<file path="src/sv/smacd_pkg.sv">
package smacd_pkg;

   // Widths of the item fields on the ports.
   localparam int IN_DATA_W  = 32;
   localparam int AVG_W      = 32;
   localparam int OUT_DATA_W = 72;
   localparam int OUT_PAD_W  = OUT_DATA_W - 2 * AVG_W - 2;

   // Configuration registers.
   localparam int CSR_ADDR_W = 1;
   localparam int LEN_W      = 9;

   localparam logic [CSR_ADDR_W-1:0] REG_FAST_LENGTH = 1'b0;
   localparam logic [CSR_ADDR_W-1:0] REG_SLOW_LENGTH = 1'b1;

   localparam logic [LEN_W-1:0] FAST_LENGTH_RESET = 9'd10;
   localparam logic [LEN_W-1:0] SLOW_LENGTH_RESET = 9'd30;

   typedef enum logic [2:0] {
      S_IDLE,
      S_SETUP,
      S_SUM,
      S_DIV_FAST,
      S_DIV_SLOW,
      S_RESULT
   } smacd_state_type;

   typedef struct packed {
      logic busy;
      logic done;
   } smacd_div_status_type;

endpackage

</file>
<file path="src/sv/smacd_divider.sv">
module smacd_divider #(
   parameter int SUM_W = 40,
   parameter int DIV_W = 9
) (
   input  logic                           clock,
   input  logic                           reset,
   input  logic                           start,
   input  logic [SUM_W-1:0]               dividend,
   input  logic [DIV_W-1:0]               divisor,
   output logic [SUM_W-1:0]               quotient,
   output smacd_pkg::smacd_div_status_type status
);

   localparam int CW = $clog2(SUM_W + 1);

   logic [SUM_W-1:0] dvd_ff, dvd_in;
   logic [DIV_W-1:0] rem_ff, rem_in;
   logic [DIV_W-1:0] dsr_ff, dsr_in;
   logic [CW-1:0]    cnt_ff, cnt_in;
   logic             busy_ff, busy_in;
   logic             done_ff, done_in;

   logic [DIV_W:0] rem_sh;
   logic [DIV_W:0] diff;
   logic           ge;

   // Restoring division, one quotient bit per cycle. Quotient bits shift in
   // from the bottom of the dividend register as its bits move out the top.
   always_comb begin
      rem_sh = {rem_ff, dvd_ff[SUM_W-1]};
      ge     = rem_sh >= {1'b0, dsr_ff};
      diff   = rem_sh - {1'b0, dsr_ff};

      dvd_in  = dvd_ff;
      rem_in  = rem_ff;
      dsr_in  = dsr_ff;
      cnt_in  = cnt_ff;
      busy_in = busy_ff;
      done_in = 1'b0;

      if (start) begin
         dvd_in  = dividend;
         rem_in  = '0;
         dsr_in  = divisor;
         cnt_in  = CW'(SUM_W);
         busy_in = 1'b1;
      end else if (busy_ff) begin
         dvd_in = {dvd_ff[SUM_W-2:0], ge};
         rem_in = ge ? diff[DIV_W-1:0] : rem_sh[DIV_W-1:0];
         cnt_in = cnt_ff - CW'(1);
         if (cnt_ff == CW'(1)) begin
            busy_in = 1'b0;
            done_in = 1'b1;
         end
      end
   end

   always_ff @(posedge clock) begin
      if (reset) begin
         busy_ff <= 1'b0;
         done_ff <= 1'b0;
      end else begin
         busy_ff <= busy_in;
         done_ff <= done_in;
      end
   end

   always_ff @(posedge clock) begin
      dvd_ff <= dvd_in;
      rem_ff <= rem_in;
      dsr_ff <= dsr_in;
      cnt_ff <= cnt_in;
   end

   assign quotient    = dvd_ff;
   assign status.busy = busy_ff;
   assign status.done = done_ff;

endmodule
</file>
<file path="config.mk">
export PLATFORM = sky130hd
export DESIGN_NAME = smacd_divider
export DESIGN_NICKNAME = d
export VERILOG_FILES = /design/src/sv/smacd_pkg.sv /design/src/sv/smacd_divider.sv
export SDC_FILE = /design/constraint.sdc
export NUM_CORES = 1
export LEC_CHECK = 0
export BUFFER_PORTS_ARGS = -buffer_cell sky130_fd_sc_hd__buf_2
export CELL_PAD_IN_SITES_DETAIL_PLACEMENT = 0
export CELL_PAD_IN_SITES_GLOBAL_PLACEMENT = 1
export CORE_UTILIZATION = 44
export DETAILED_ROUTE_END_ITERATION = 7
export PLACE_DENSITY_LB_ADDON = 0.25
export SLEW_MARGIN = 20
export SYNTH_ARGS = -nofsm -noshare
export SYNTH_HDL_FRONTEND = slang
export SYNTH_SLANG_ARGS = --single-unit
</file>
<file path="constraint.sdc">
create_clock -name clock -period 4.9 [get_ports clock]
set_input_delay 0.245 -clock clock [delete_from_list [all_inputs] [get_ports clock]]
set_output_delay 0.245 -clock clock [all_outputs]
set_load 0.02 [all_outputs]
</file>
# Yosys cells after proc, flatten, opt, wreduce, memory -nomap -nowiden
# Index checks and enable logic that the tools add are counted.
[totals]
regBits = 66
input_bits = 52
output_inout_bits = 42
word_cells = 20
[op_classes]
addsub = 2
n_lt_le_gt_ge = 1
n_eq_ne = 1
n_mux = 7
bitwise = 1
n_reduce_logical = 2
[op_table]
columns = ["cell", "n"]
rows = [
  ["40-bit 2-to-1 mux", 2],
  ["10-bit by 9-bit >= comparator with 1-bit output", 1],
  ["9-bit 2-to-1 mux", 1],
  ["9-bit subtractor", 1],
  ["6-bit by 1-bit == test with 1-bit output, second input constant", 1],
  ["6-bit by 1-bit subtractor with 6-bit output, second input constant", 1],
  ["1-bit 2-to-1 mux", 4],
  ["3-bit OR reduction", 1],
  ["2-bit nonzero test", 1],
  ["1-bit NOT", 1],
]

# Longest topological paths before layout
# Gate-level depths: netlist of the first run.
[depth]
depth_word = 4
depth_mapped = 10
mapped_depth_nobuf = 9

# Least setup slack after synthesis of the first run
# Ideal clock, no wire load.
[synth_timing]
path_kind = "register -> register"
from = "reg dvd_ff[39], in the netlist quotient[39]"
to = "reg rem_ff[0]"
arrival_ns = 2.438
required_ns = 4.812
setup_slack_ns = 2.374
stages_incl_launch_ff = 11
n_path_buf = 1
cell_sequence = "edfxtp_1 -> inv_1 -> ha_1 -> inv_1 -> fa_1 -> a211oi_2 -> o31ai_4 -> a211oi_4 -> buf_6 -> nand2_2 -> a311oi_2"
[synth_between]
elab_chain_cells = 2
word_cells_on_any_way = 3
[synth_lines]
columns = ["item", "line_no", "source"]
rows = [
  ["start: declaration", "smacd_divider.sv:16", "logic [SUM_W-1:0] dvd_ff, dvd_in;"],
  ["start signal: assignment", "smacd_divider.sv:69", "dvd_ff <= dvd_in;"],
  ["9-bit subtractor / 10-bit by 9-bit >= comparator with 1-bit output (equally long branches)", "smacd_divider.sv:32, smacd_divider.sv:31", ""],
  ["9-bit 2-to-1 mux *", "smacd_divider.sv:49", "rem_in = ge ? diff[DIV_W-1:0] : rem_sh[DIV_W-1:0];"],
  ["end signal: assignment", "smacd_divider.sv:70", "rem_ff <= rem_in;"],
  ["end: declaration", "smacd_divider.sv:17", "logic [DIV_W-1:0] rem_ff, rem_in;"],
]
# Every way passes the cells marked *; elsewhere a longest branch is shown, timed or not.
# A chain may end at the register's enable or synchronous reset.

# Worst setup path after layout of the first run
[layout_timing]
from = "reg dvd_ff[39], in the netlist quotient[39]"
to = "reg rem_ff[4]"
# The elaborated chain is that of the path after synthesis.

==> out/results.ini, run 1 <==
[run_status]
status=finished clean

[synth]
synthTopCellsByCount=edfxtp_1, mux2_2, dfxtp_1
synth_seq_cells=66
synthesis.nets=299
synth_edf_count=49
syn_inst=235
async_flop_share_pct=0
yosysUniqueCellTypes=42
synth_seq_area_share_pct=57.3
synth_top_cell_by_area=edfxtp_1
ys.flop_type=edfxtp_1
syn_area_per_cell_um2=13.5
yosys.area.top_type_share_pct=46.5
synthesis.area_um2=3160
yosysMostFrequentCell=edfxtp_1
synthTopCellsByArea=edfxtp_1, mux2_2, dfxtp_1
yosys_warnings=0

[pwr]
p_total_mw=1.42
power.density_nw_per_um2=364
power_leakage_nw=1.68
ir_drop_mv=0.254

[global_route]
overflow=0
grt_pass1_wl_mm=9.85
grt_max_degree=64
grt_pass1_vias=2099
antenna_found_initial=0
grt_util_all_layers_pct=17.5

[die]
die-area_um2=7530
die_x_um=86.8
ios=94
initial_core_util_pct=46.0
core_area_um2=6870
placement_rows=30
fp.dieH_um=86.8

[run]
maxCapViolations=0

[route]
drt_wl_total_mm=6.14
via_count=2123
vias_per_cell=4.94
routedWlPerCell_um=14.3
drc=0
drt-initial-drc-count=100
antenna_left=0
dr.pass1.iters=4

[critical_path]
crit_chain=inv_1 -> ha_1 -> inv_1 -> fa_1 -> a211oi_2 -> o31ai_4 -> a211oi_4 -> mux2i_1 -> a211oi_1
crit_type=flop to flop
cpLargestDelayFamily=compound AO/OA/AOI/OAI gates
cpMostUsedCell=inv_1
crit_buf_inv=2
cp_slowest_cell=a211oi_4
endpoint_kind=flop
path_max_fanout=14
crit_arrival_ns=2.96
cpPeakStageDelay_ns=0.65
start_kind=flop
worstPathRequired_ns=5.08

[timing]
fin_crit_sh_pct=56.8
holdWs_ns=0.0702
clock_skew_ns=0.0113
setup_violations=0
max-slew-margin-rel_pct=48.9
rsz0062_at_grt=no
final.min_clock_period_ns=2.78
max_freq_mhz=359
worst_pin_slew_ns=0.767
hold_violations=0
slew_viol_final=0
setup_tns_ns=0

[place]
numPortBuffers=93
hpwlAfterDp_mm=4.27
routabilityCongestion=0.752

[clock_tree]
cts_setup_buffers=0
postCtsHoldBufs=0
cts_root_buffer=clkbuf_8
cts_max_level=3
clk_latency_ns=0.34
clockBufferDepth=2
cts_tree=done
numCtsBuffers=9
cts_sinks=66
cts_resized=0
clk_pin_slew_worst_paths_ns=0.07

[min_path]
hold_path_class=primary input to flop

[finish]
num_antenna_cells=0
layout-drive-gt1-share_pct=47.0
areaGrowthSynthToFinish_pct=23.2
nNetsFinal=393
n_fill_cell=594

[layer usage]
metal,vias to the layer above,routed length [µm],part of all wire [%],GRT usage (%)
li1,1051,-,-,-
met2,74,2680,44,25.1
met1,986,2800,45,23.7
met5,-,0,0,0
met4,0,113,1.8,8.18
met3,12,556,9.1,6.10
[layout make-up]
class	count	area (µm²)	share of cell area (%)
Clock buffer	10	138	3.53
Clock inverter	6	63.8	1.64
Inverter	16	60.1	1.54
Multi-Input combinational cell	141	1220	31.4
Sequential cell	66	1810	46.5
Tap cell	96	120	3.08
Timing Repair Buffer	95	480	12.3
[worst paths after layout]
check / to / start / slack, ns / cells after the start
hold / removal: busy_ff / reset / 0.07 / 2
setup reg to reg: rem_ff[4] / quotient[39] / 2.12 / 9
setup / recovery: rem_ff[4] / quotient[39] / 2.12 / 9
hold reg to reg: rem_ff[8] / rem_ff[8] / 0.48 / 2
[cell usage in the layout, fill, tap and decap left out, types with 3 or more instances in the layout]
master / n
inv_1: 16
nor2_1: 14
clkbuf_8: 10
xor2_1: 4
mux2_2: 39
xnor2_1: 5
a21oi_1: 6
edfxtp_1: 49
nor2b_1: 3
dfxtp_1: 17
nor3_1: 4
a211oi_1: 4
nand2_1: 6
ha_1: 11
buf_2: 93
a21o_1: 3
o21ai_0: 4
mux2i_1: 6
nand2b_1: 5
[where the power goes]
| group | leakage [nW] | total [mW] | internal [mW] | switching [mW] |
|---|---|---|---|---|
| registers | 0.630 | 0.693 | 0.662 | 0.0312 |
| logic | 0.946 | 0.258 | 0.112 | 0.146 |
| clock network | 0.0987 | 0.466 | 0.249 | 0.218 |
[kinds of logic (layout without fill, tap and decap cells)]
logic type	Yosys count	in the layout	share of synthesized area [%]
and+or+nand+nor	41	41	6.37
muxes	45	45	15.8
xor gates and xnor gates	9	9	2.49
adders and majority gates	12	12	4.99
AOI/OAI and AO/OA	34	34	9.02
DFF	66	66	57.3
buffers and inverters	28	127	4.04
[state kept, by name, summed over array words and instances (netlist names)]
signal,cells
busy_ff,1
cnt_ff,6
done_ff,1
dsr_ff,9
quotient,40
rem_ff,9
[per-stage QoR]
step	cells	instance area [µm²]	utilization, %	setup WS (ns)
after floorplan	235	3160	-	2.37
after global placement	414	3690	53.8	2.21
after detailed placement	414	3690	53.8	2.14
after CTS	430	3900	56.7	2.11
after global routing	430	3900	56.7	1.91
final	430	3900	56.7	2.12
(Power assumes the default switching activity.)
==> run 2: changes to the inputs <==
Settings changed: CORE_UTILIZATION 44 to 37.
Clock period 4.9 ns to 2.4 ns, I/O delays scaled along.
==> out/results.ini, run 2 (synthesis results as in run 1) <==
[clock_tree]
numCtsBuffers=9  ; unchanged
clockBufferDepth=2  ; unchanged
cts_root_buffer=clkbuf_8  ; unchanged
cts_sinks=66  ; unchanged
clk_pin_slew_worst_paths_ns=0.08  ; was 0.07 ns
cts_max_level=3  ; unchanged
clk_latency_ns=0.35  ; was 0.34 ns
cts_tree=done  ; unchanged

[timing]
clock_skew_ns=0.0137  ; was 0.0113 ns
rsz0062_at_grt=no  ; unchanged
worst_pin_slew_ns=0.531  ; was 0.767 ns
fin_crit_sh_pct=95.4  ; was 56.8%
setup_ws_ns=0.111  ; was 2.12 ns
max-slew-margin-rel_pct=64.6  ; was 48.9%
final.min_clock_period_ns=2.29  ; was 2.78 ns
setup_violations=0  ; unchanged
slew_viol_final=0  ; unchanged
holdWs_ns=0.0720  ; was 0.0702 ns
setup_tns_ns=0  ; unchanged
hold_violations=0  ; unchanged
max_freq_mhz=437  ; was 359 MHz

[global_route]
grt_util_all_layers_pct=15.7  ; was 17.5%
top_usage_layer=met2  ; unchanged
overflow=0  ; unchanged
grt_pass1_vias=2230  ; was 2,099
met2_usage_pct=22.3  ; was 25.1%
use_met3_pct=4.99  ; was 6.10%
grt_max_degree=41  ; was 64
antenna_found_initial=0  ; unchanged
grt_pass1_wl_mm=10.6  ; was 9.85 mm
grtUsageMet1_pct=21.6  ; was 23.7%

[min_path]
hold_path_startpoint=dividend[28]  ; was reset
hold_path_class=primary input to flop  ; unchanged
timing.hold.worst_path_depth=2  ; unchanged
hold_end=quotient[28]  ; was busy_ff

[die]
core_area_um2=8260  ; was 6870 µm²
fp.dieH_um=94.4  ; was 86.8 µm
ios=94  ; unchanged
placement_rows=33  ; was 30
die_x_um=94.4  ; was 86.8 µm
initial_core_util_pct=38.3  ; was 46.0%
die-area_um2=8920  ; was 7530 µm²

[route]
antenna_left=0  ; unchanged
dr.pass1.iters=4  ; unchanged
drt_wl_total_mm=6.47  ; was 6.14 mm
vias_per_cell=4.78  ; was 4.94
via_count=2170  ; was 2,123
drt-initial-drc-count=59  ; was 100
drc=0  ; unchanged
routedWlPerCell_um=14.2  ; was 14.3 µm

[critical_path]
r2r_cells=10  ; was 9
r2r_slack_ns=0.11  ; was 2.12 ns
worstPathRequired_ns=2.62  ; was 5.08 ns
path_max_fanout=14  ; unchanged
crit_arrival_ns=2.51  ; was 2.96 ns
reg2reg_from=quotient[39]  ; unchanged
crit_type=flop to flop  ; unchanged
endpoint_kind=flop  ; unchanged
start_kind=flop  ; unchanged
reg2reg_to=rem_ff[1]  ; was rem_ff[4]

[place]
routabilityCongestion=0.778  ; was 0.752
numPortBuffers=93  ; unchanged
postPlaceCellArea_um2=3760  ; was 3690 µm²
hpwlAfterDp_mm=4.56  ; was 4.27 mm
place_inst=427  ; was 414
pre_cts_slack_ns=0.0507  ; was 2.14 ns

[finish]
regArea_um2=1810  ; unchanged
num_antenna_cells=0  ; unchanged
largest_register_ff_count=40  ; unchanged
finalNonFillerCells=454  ; was 430
final_common_cell=buf_2  ; unchanged
layout_common_cells=buf_2, edfxtp_1, mux2_2, dfxtp_1, inv_1  ; unchanged
n_fill_cell=770  ; was 594
nNetsFinal=408  ; was 393
multi_input_area_um2=1240  ; was 1220 µm²
fin_area_um2=4040  ; was 3900 µm²
areaGrowthSynthToFinish_pct=27.9  ; was 23.2%
layout-drive-gt1-share_pct=47.9  ; was 47.0%
fin_util_pct=49.0  ; was 56.7%

[run_status]
status=finished clean  ; unchanged

[pwr]
power_leakage_nw=1.73  ; was 1.68 nW
p_total_mw=2.81  ; was 1.42 mW
power.density_nw_per_um2=695  ; was 364 nW/µm²
ir_drop_mv=0.369  ; was 0.254 mV

[run]
maxCapViolations=0  ; unchanged

[run 2: what timing repair did]
item	in CTS	in global routing
gates resized for setup	0	3
hold buffers	10	0
setup buffers	0	1
endpoints found under the hold margin	11	0
endpoints found under the setup margin	0	5
[run 2: layout make-up]
cell class / count / area share (%)
Clock buffer: 9 / 3.06
Clock inverter: 7 / 1.11
Inverter: 16 / 1.49
Multi-Input combinational cell: 141 / 30.7
Sequential cell: 66 / 44.8
Tap cell: 105 / 3.25
Timing Repair Buffer: 110 / 15.6
[run 2: how the worst max path moves through the flow]
| stage | from | to | slack, ns | cells after the start |
|---|---|---|---|---|
| floorplan | quotient[39] | rem_ff[0] | -0.05 | 10 |
| global placement | quotient[39] | rem_ff[3] | 0.16 | 10 |
| detailed placement | quotient[39] | rem_ff[1] | 0.05 | 10 |
| CTS | quotient[39] | rem_ff[1] | 0.05 | 10 |
| global route | quotient[39] | rem_ff[1] | 0.004 | 10 |
| finish | quotient[39] | rem_ff[1] | 0.11 | 10 |
[run 2: worst max-delay path, stage by stage, from the launching register on]
cell and delay [ns]:
edfxtp_1 0.38, inv_1 0.07, ha_2 0.18, inv_2 0.04, fa_2 0.36, a211oi_4 0.27, o31ai_4 0.11, a211oi_4 0.26
buf_12 0.18, mux2i_2 0.22, a211oi_1 0.09
[run 2: report_power, final]
group / internal, mW / switching, mW
Combinational: 0.261 / 0.318
Clock: 0.372 / 0.449
Sequential: 1.35 / 0.0575
Total: 1.98 / 0.825
[run 2: layer usage]
layer / vias up / wire length [µm] / part of all wire, %
li1: 1086 / - / -
met1: 1010 / 3150 / 49
met2: 63 / 2770 / 43
met3: 11 / 416 / 6.4
met4: 0 / 126 / 1.9
met5: - / 0 / 0
==> run 3: changes to the inputs <==
Settings changed: ABC_AREA set to 1, CORE_UTILIZATION 37 to 34, GPL_ROUTABILITY_DRIVEN set to 0.
==> out/results.ini, run 3 <==
[place]
hpwlAfterDp_mm=5.22  ; was 4.56 mm
numPortBuffers=93  ; unchanged
place_inst=584  ; was 427
postPlaceCellArea_um2=3840  ; was 3760 µm²

[synth]
ys.flop_type=edfxtp_1  ; unchanged
synth_seq_cells=66  ; unchanged
yosysMostFrequentCell=nand2_1  ; was edfxtp_1
yosysUniqueCellTypes=33  ; was 42
synth_edf_count=49  ; unchanged
syn_area_per_cell_um2=8.70  ; was 13.5 µm²
synthesis.nets=436  ; was 299
synthTopCellsByCount=nand2_1, edfxtp_1, inv_1  ; was edfxtp_1, mux2_2, dfxtp_1
async_flop_share_pct=0  ; unchanged
synthesis.area_um2=3240  ; was 3160 µm²
synth_top_cell_by_area=edfxtp_1  ; unchanged
synthTopCellsByArea=edfxtp_1, nand2_1, dfxtp_1  ; was edfxtp_1, mux2_2, dfxtp_1
yosys.area.top_type_share_pct=45.5  ; was 46.5%
yosys_warnings=0  ; unchanged
synth_seq_area_share_pct=56.0  ; was 57.3%
syn_inst=372  ; was 235

[critical_path]
cpPeakStageDelay_ns=0.41  ; was 0.38 ns
crit_chain=inv_1 -> ha_1 -> inv_1 -> fa_1 -> nand2_1 -> nand2_2 -> nand3_2 -> nand2_2 -> nand2_2 -> nand2_2 -> nand2_1 -> nand3_1 -> nand2_1  ; was inv_1 -> ha_2 -> inv_2 -> fa_2 -> a211oi_4 -> o31ai_4 -> a211oi_4 -> buf_12 -> mux2i_2 -> a211oi_1
crit_buf_inv=2  ; was 3
cpMostUsedCell=nand2_2  ; was a211oi_4
reg2reg_from=quotient[39]  ; unchanged
crit_type=flop to flop  ; unchanged
path_max_fanout=11  ; was 14
endpoint_kind=flop  ; unchanged
cpLargestDelayFamily=simple AND/OR/NAND/NOR gates  ; was compound AO/OA/AOI/OAI gates
r2r_slack_ns=0.34  ; was 0.11 ns
crit_arrival_ns=2.35  ; was 2.51 ns
reg2reg_to=rem_ff[8]  ; was rem_ff[1]
start_kind=flop  ; unchanged
cp_slowest_cell=fa_1  ; was edfxtp_1
r2r_cells=13  ; was 10
worstPathRequired_ns=2.69  ; was 2.62 ns

[die]
die_x_um=99.6  ; was 94.4 µm
fp.dieH_um=99.6  ; was 94.4 µm
placement_rows=35  ; was 33
ios=94  ; unchanged
initial_core_util_pct=35.0  ; was 38.3%
die-area_um2=9910  ; was 8920 µm²
core_area_um2=9240  ; was 8260 µm²

[clock_tree]
cts_tree=done  ; unchanged
numCtsBuffers=9  ; unchanged
clockBufferDepth=2  ; unchanged
cts_max_level=3  ; unchanged
clk_latency_ns=0.35  ; about the same
cts_resized=0  ; unchanged
clk_pin_slew_worst_paths_ns=0.08  ; about the same
cts_sinks=66  ; unchanged
cts_root_buffer=clkbuf_8  ; unchanged
cts_setup_buffers=0  ; unchanged

[timing]
setup_tns_ns=0  ; unchanged
worst_pin_slew_ns=0.714  ; was 0.531 ns
max-slew-margin-rel_pct=52.3  ; was 64.6%
final.min_clock_period_ns=2.06  ; was 2.29 ns
fin_crit_sh_pct=85.9  ; was 95.4%
hold_violations=0  ; unchanged
max_freq_mhz=485  ; was 437 MHz
rsz0062_at_grt=no  ; unchanged
clock_skew_ns=0.00878  ; was 0.0137 ns
setup_violations=0  ; unchanged
slew_viol_final=0  ; unchanged

[min_path]
timing.hold.worst_path_depth=3  ; was 2
hold_end=quotient[27]  ; was quotient[28]
hold_path_class=primary input to flop  ; unchanged
hold_path_startpoint=dividend[27]  ; was dividend[28]

[route]
drt-initial-drc-count=73  ; was 59
met3_length_um=502  ; was 416 µm
wl_met1_mm=3.77  ; was 3.15 mm
vias_per_cell=4.37  ; was 4.78
drt_wl_total_mm=7.48  ; was 6.47 mm
maxUsedRoutingLayer=met4  ; unchanged
drc=0  ; unchanged
dr.pass1.iters=4  ; unchanged
routedWlPerCell_um=12.2  ; was 14.2 µm
dr_wl_met2_mm=3.09  ; was 2.77 mm
antenna_left=0  ; unchanged
via_count=2670  ; was 2,170

[pwr]
ir_drop_mv=0.284  ; was 0.369 mV
power.density_nw_per_um2=745  ; was 695 nW/µm²
power_leakage_nw=2.09  ; was 1.73 nW

[finish]
largest_register_ff_count=40  ; unchanged
final_common_cell=nand2_1  ; was buf_2
fin_area_um2=4200  ; was 4040 µm²
layout-drive-gt1-share_pct=25.6  ; was 47.9%
layout_common_cells=nand2_1, buf_2, edfxtp_1, inv_1, nand3_1  ; was buf_2, edfxtp_1, mux2_2, dfxtp_1, inv_1
fin_util_pct=45.5  ; was 49.0%
nNetsFinal=540  ; was 408
finalNonFillerCells=611  ; was 454
areaGrowthSynthToFinish_pct=29.8  ; was 27.9%

[global_route]
grt_max_degree=53  ; was 41
grt_pass1_vias=2575  ; was 2,230
overflow=0  ; unchanged
grt_util_all_layers_pct=16.4  ; was 15.7%
antenna_found_initial=0  ; unchanged
grt_pass1_wl_mm=12.5  ; was 10.6 mm

[run]
maxCapViolations=0  ; unchanged

[run_status]
status=finished clean  ; unchanged

## run 3: cell types whose count changed after synthesis, sizes merged, moves of 4 or more
cell    delta
a211oi     -5
inv       +16
mux2      -39
mux2i      -6
nand2    +176
nand2b     -5
nand3     +18
nand3b    +10
o31ai      -4
## run 3: logic make-up (layout without fill, tap and decap cells)
family	after synthesis	after routing	share of synthesized area, %
AO/OA/AOI/OAI	11	11	1.97
XOR/XNOR	3	3	0.812
buffers and inverters	48	157	6.11
AND/OR/NAND/NOR	232	232	30.3
adder cells (fa/ha/maj)	12	12	4.87
other	0	1	0
flip-flops	66	66	56.0
## run 3: report_power, final
| group | total [mW] | internal (mW) | switching, mW |
|---|---|---|---|
| clock network | 1.25 | 0.795 | 0.457 |
| registers | 1.40 | 1.34 | 0.0552 |
| logic | 0.482 | 0.179 | 0.303 |
## run 3: metal layers
layer / GRT usage (%) / vias to the layer above
met5: 0 / -
met4: 6.90 / 0
met3: 6.25 / 8
met2: 23.1 / 71
met1: 22.5 / 1190
li1: - / 1401
## run 3: timing repair
item                                    4_1_cts  5_1_grt
endpoints found under the setup margin        0        0
hold buffers                                 10        0
hold endpoints to repair                     11        0
## run 3: stage by stage
step	setup slack (ns)	total power, mW	hold WS [ns]
after floorplan	0.470	1.72	0.196
after global placement	0.437	1.90	0.297
after detailed placement	0.368	1.89	0.298
after CTS	0.344	3.16	0.0137
after global routing	0.117	3.29	0.0171
final	0.339	3.13	0.0348
## run 3: worst max path at each step
stage	slack [ns]	endpoint	depth (start not counted)	from
2_1_floorplan	0.47	quotient[0]	11	quotient[39]
3_3_place_gp	0.44	rem_ff[5]	13	quotient[39]
3_5_place_dp	0.37	rem_ff[8]	13	quotient[39]
4_1_cts	0.34	rem_ff[8]	13	quotient[39]
5_1_grt	0.12	rem_ff[7]	13	quotient[39]
6_report	0.34	rem_ff[8]	13	quotient[39]
## run 3: area by class of cell
cell class,instances,area [µm²]
inverters,34,128
repair buffers,107,608
multi-input cells,258,1230
well taps,129,161
diodes,1,2.50
fillers,919,5040
flip-flops and latches,66,1810
clock buffers,9,124
clock inverters,7,140
## run 3: worst register-to-register path, delay by kind of cell, from the launching register on
family	cells	cell delay [ns]
and+or+nand+nor	9	0.91
adders and majority gates	2	0.55
DFF	1	0.39
buffers and inverters	2	0.15
